--- src/hdl/mmie_pkg.sv ---
// ----------------------------------------------------------------------------
// mmie_pkg - shared types and constants of the mini MIPS executor
// Item layouts of both channels, operation and opcode codes, ALU select.
// ----------------------------------------------------------------------------
package mmie_pkg;

  // Defaults for the top-level parameters
  localparam int DATA_WORDS_DEF = 256;
  localparam int REG_COUNT_DEF  = 8;
  localparam int DATA_WIDTH_DEF = 8;

  // Fixed geometry: 8-bit PC over a 256-word instruction store
  localparam int PC_W        = 8;
  localparam int INSTR_WORDS = 256;
  localparam int INSTR_W     = 16;
  localparam int TGT_W       = 13;

  // Item operations
  localparam logic [1:0] OP_STEP       = 2'd0;
  localparam logic [1:0] OP_LOAD_INSTR = 2'd1;
  localparam logic [1:0] OP_LOAD_DATA  = 2'd2;
  localparam logic [1:0] OP_SET_REG    = 2'd3;

  // Instruction opcodes
  localparam logic [3:0] OPC_RTYPE = 4'd0;
  localparam logic [3:0] OPC_J     = 4'd2;
  localparam logic [3:0] OPC_ADDI  = 4'd4;
  localparam logic [3:0] OPC_BEQ   = 4'd8;
  localparam logic [3:0] OPC_LW    = 4'd11;
  localparam logic [3:0] OPC_SW    = 4'd15;

  // R-type function codes; any other code adds
  localparam logic [2:0] FN_SUB = 3'd2;
  localparam logic [2:0] FN_AND = 3'd4;
  localparam logic [2:0] FN_OR  = 3'd5;

  typedef enum logic [1:0] {
    ALU_ADD,
    ALU_SUB,
    ALU_AND,
    ALU_OR
  } alu_sel_t;

  typedef struct packed {
    logic zero;
    logic neg;
    logic ovf;
  } alu_flags_t;

  typedef struct packed {
    logic [1:0]        op;
    logic [7:0]        index;
    logic [15:0]       instr_word;
    logic signed [7:0] data_value;
  } in_item_t;

  typedef struct packed {
    logic [7:0]        pc_after;
    logic              stopped;
    logic              reg_written;
    logic [2:0]        reg_index;
    logic signed [7:0] result_value;
    logic              mem_written;
    logic [7:0]        mem_address;
    logic              zero_flag;
    logic              negative_flag;
    logic              overflow_flag;
    logic              invalid_opcode;
  } out_item_t;

endpackage

--- src/hdl/mmie_alu.sv ---
// ----------------------------------------------------------------------------
// mmie_alu - wrapping ALU of the mini MIPS executor
// Add, subtract, and, or on DATA_WIDTH bits with zero, negative, overflow.
// ----------------------------------------------------------------------------
module mmie_alu
  import mmie_pkg::*;
#(
  parameter int DATA_WIDTH = DATA_WIDTH_DEF
) (
  input  alu_sel_t              sel,
  input  logic [DATA_WIDTH-1:0] a,
  input  logic [DATA_WIDTH-1:0] b,
  output logic [DATA_WIDTH-1:0] value,
  output alu_flags_t            flags
);

  always_comb begin
    flags.ovf = 1'b0;
    unique case (sel)
      ALU_SUB: begin
        value     = a - b;
        flags.ovf = (a[DATA_WIDTH-1] ^ b[DATA_WIDTH-1]) &
                    (value[DATA_WIDTH-1] ^ a[DATA_WIDTH-1]);
      end
      ALU_AND: value = a & b;
      ALU_OR:  value = a | b;
      default: begin
        value     = a + b;
        flags.ovf = ~(a[DATA_WIDTH-1] ^ b[DATA_WIDTH-1]) &
                    (value[DATA_WIDTH-1] ^ a[DATA_WIDTH-1]);
      end
    endcase
    flags.zero = (value == '0);
    flags.neg  = value[DATA_WIDTH-1];
  end

endmodule

--- config.mk ---
export PLATFORM = sky130hd
export DESIGN_NAME = mmie_alu
export DESIGN_NICKNAME = d
export VERILOG_FILES = /design/src/hdl/mmie_pkg.sv /design/src/hdl/mmie_alu.sv
export SDC_FILE = /design/constraint.sdc
export NUM_CORES = 1
export LEC_CHECK = 0
export ABC_AREA = 1
export BUFFER_PORTS_ARGS = -buffer_cell sky130_fd_sc_hd__buf_2
export CAP_MARGIN = 30
export CORE_ASPECT_RATIO = 1.25
export CORE_MARGIN = 2
export CORE_UTILIZATION = 25
export DETAILED_ROUTE_END_ITERATION = 8
export MAX_ROUTING_LAYER = met4
export SETUP_SLACK_MARGIN = 0.02
export SYNTH_ARGS = -nofsm -noshare
export SYNTH_HDL_FRONTEND = slang
export SYNTH_SLANG_ARGS = --single-unit
--- constraint.sdc ---
create_clock -name vclk -period 1.74
set_clock_uncertainty 0.05 [all_clocks]
set_input_delay 0.174 -clock vclk [all_inputs]
set_output_delay 0.174 -clock vclk [all_outputs]
set_load 0.01 [all_outputs]
==> results.json <==
{
  "fin_util_pct": 46.3,
  "final_nets": 348,
  "die_y_um": 82.2,
  "final_area_mm2": 0.00219,
  "holdWs_ps": 717,
  "finalCriticalPeriod_ps": 1970,
  "endpoint_kind": "primary output",
  "path_max_fanout": 2,
  "p_leak_nw": 1.19,
  "syn_inst": 229,
  "rows": 28,
  "yosysTopAreaCellShare_pct": 23.5,
  "post_dp_cell_area_mm2": 0.00170,
  "power_frac_comb_pct": 100.0,
  "worstPathCellList": "buf_8 > inv_4 > ha_4 > fa_2 > inv_2 > nand2_2 > buf_4 > nand3_1 > nand2_1 > nand2_2 > nand3_2 > nor2_2 > nand3_2 > nor2_2 > buf_2",
  "max-slew-margin-rel_pct": 82.9,
  "pwr-share-seq_pct": 0,
  "drcViolationCount": 0,
  "vias": 1598,
  "cpPeakStageDelay_ps": 350,
  "report.final.hold_viol_count": 0,
  "detail-route-antenna-nets": 0,
  "netlist_area_mm2": 0.00122,
  "grt_max_degree": 8,
  "crit_end": "flags[2]",
  "syn-num-nets": 272,
  "clkPwrFrac_pct": 0,
  "rsz0062_at_grt": "true",
  "gp_congestion": 0.942,
  "cp.required_ps": 1520,
  "cp-start-kind": "input port",
  "nClkBuffers": 0,
  "slowest_stage": "fa_2",
  "grt_use_total_pct": 15.2,
  "fmax_mhz": 509,
  "wl_um": 4010,
  "status": "finished, violations left",
  "drive_above_1_share_pct": 56.8,
  "worst_slew_pin_slew_ps": 255,
  "yosysTopAreaCell": "ha_1",
  "grt-ovfl-total": 0,
  "hpwl_um": 3040,
  "portBuffers": 29,
  "setup_viol": 4,
  "initial_core_util_pct": 25.9,
  "area_growth_pct": 78.9,
  "hp-class": "input port to primary output",
  "p_switching_mw": 0.376,
  "totalPowerFinal_mw": 0.741,
  "place_inst": 349,
  "tns_ps": -519,
  "ys_top_cells_by_area": "ha_1, nand2_1, inv_1",
  "grt_pass1_vias": 1541,
  "diodes": 0,
  "dieArea_mm2": 0.00547,
  "avgViaCountPerCell": 4.40,
  "maxSlewViolCount": 0,
  "seq_cells": 0,
  "place_ws_ps": -352,
  "cp-startpoint": "a[0]",
  "yosys_warnings": 0,
  "coreArea_mm2": 0.00473,
  "violations": "negative setup slack",
  "min_period_over_period_pct": 113,
  "final_cells": 363,
  "seq_area_um2": 0,
  "ys_seq_area_share_pct": 0,
  "sw_frac_of_total_pct": 50.8,
  "fill_cells": 504,
  "worst_slack_ps": -226,
  "dr.pass1.iters": 4,
  "routedWlPerCell_um": 11.0,
  "arrival_ps": 1740,
  "drt_iter0_drc": 64,
  "p_int_mw": 0.365,
  "cellPowerDensity_mw_per_mm2": 338,
  "path_class": "input port to primary output",
  "io_pins": 29,
  "synth_area_per_cell_um2": 5.34,
  "grt_pass1_wl_um": 6590,
  "yosysUniqueCellTypes": 25,
  "ir_drop_mv": 0.108,
  "chipWidth_um": 66.6,
  "cap_violations": 0,
  "antenna_found_initial": 0
}
metal layers:
layer | track usage, % | share of wire (%) | wire length (µm) | vias up
li1 | - | - | - | 833
met1 | 18.0 | 40 | 1620 | 710
met2 | 28.3 | 53 | 2120 | 47
met3 | 0.813 | 4.6 | 186 | 8
met4 | 3.47 | 2.0 | 82 | 0
met5 | - | 0 | 0 | -
worst min path at each step:
stage / depth (start not counted) / endpoint / from
after floorplan: 3 / flags[0] / a[7]
after global placement: 4 / flags[0] / a[7]
after detailed placement: 4 / flags[0] / a[7]
after CTS: 4 / flags[0] / a[7]
after global routing: 4 / flags[0] / a[7]
final: 4 / flags[0] / a[7]
Yosys cell counts:
cell type and number:
or2_0 1, nand3_2 1, nand2_2 4, o21ai_1 2, buf_2 2, o22ai_1 3
nor3_2 1, nand4_1 1, xnor2_1 1, nor2_1 21, inv_1 52, nand3_1 25
a21oi_1 4, xor2_1 1, buf_4 2, inv_2 5, nor2_2 4, a21boi_0 1
nand2_1 68, fa_1 2, a21oi_4 1, o21bai_1 1, a211oi_1 1, ha_1 23
o21ai_0 2
final cells by class:
type	instances	area, µm²	share of cell area (%)
Multi-Input combinational cell	168	1260	57.4
Timing Repair Buffer	78	617	28.2
Tap cell	60	75.1	3.43
Inverter	57	241	11.0
cell families (layout without fill, tap and decap cells):
kind of cell	Yosys count	in the layout	share of synthesized area (%)
and+or+nand+nor	126	126	44.3
buffers and inverters	61	135	19.5
AOI/OAI and AO/OA	15	15	7.98
xor gates and xnor gates	2	2	1.43
adders and majority gates	25	25	26.8
power groups by stage:
| stage | logic, mW | registers [mW] | clock network, mW |
|---|---|---|---|
| finish | 0.741 | 0 | 0 |
| global route | 0.812 | 0 | 0 |
| CTS | 0.628 | 0 | 0 |
| detailed placement | 0.520 | 0 | 0 |
| global placement | 0.518 | 0 | 0 |
| floorplan | 0.303 | 0 | 0 |
cells in the final DEF (no fill, tap or decap), types with 2 or more instances in the layout:
master and instances:
nand2_4 4, a21oi_2 2, inv_2 16, o22ai_1 3, buf_6 13, fa_2 2, buf_8 3, nand3_2 8
nor2_4 2, ha_2 6, a21oi_1 2, nor2_2 12, buf_4 46, nor2_1 11, ha_1 9, nand2_1 48
buf_2 16, nand2_2 20, inv_1 30, o21ai_1 2, inv_4 11, ha_4 8, nand3_1 18
critical path, delay by kind of cell:
kind | cells | cell delay [ps]
simple gates | 8 | 630
fa+ha+maj | 2 | 500
buf+inv | 5 | 430
timing repair:
item	CTS	global route
setup buffers	8	6
hold buffers	0	0
pin swaps	19	25
hold endpoints to repair	0	0
setup endpoints to repair	10	10
resized for setup	61	60
gates cloned	0	0
Note: power is estimated with default switching activity, not from simulation.
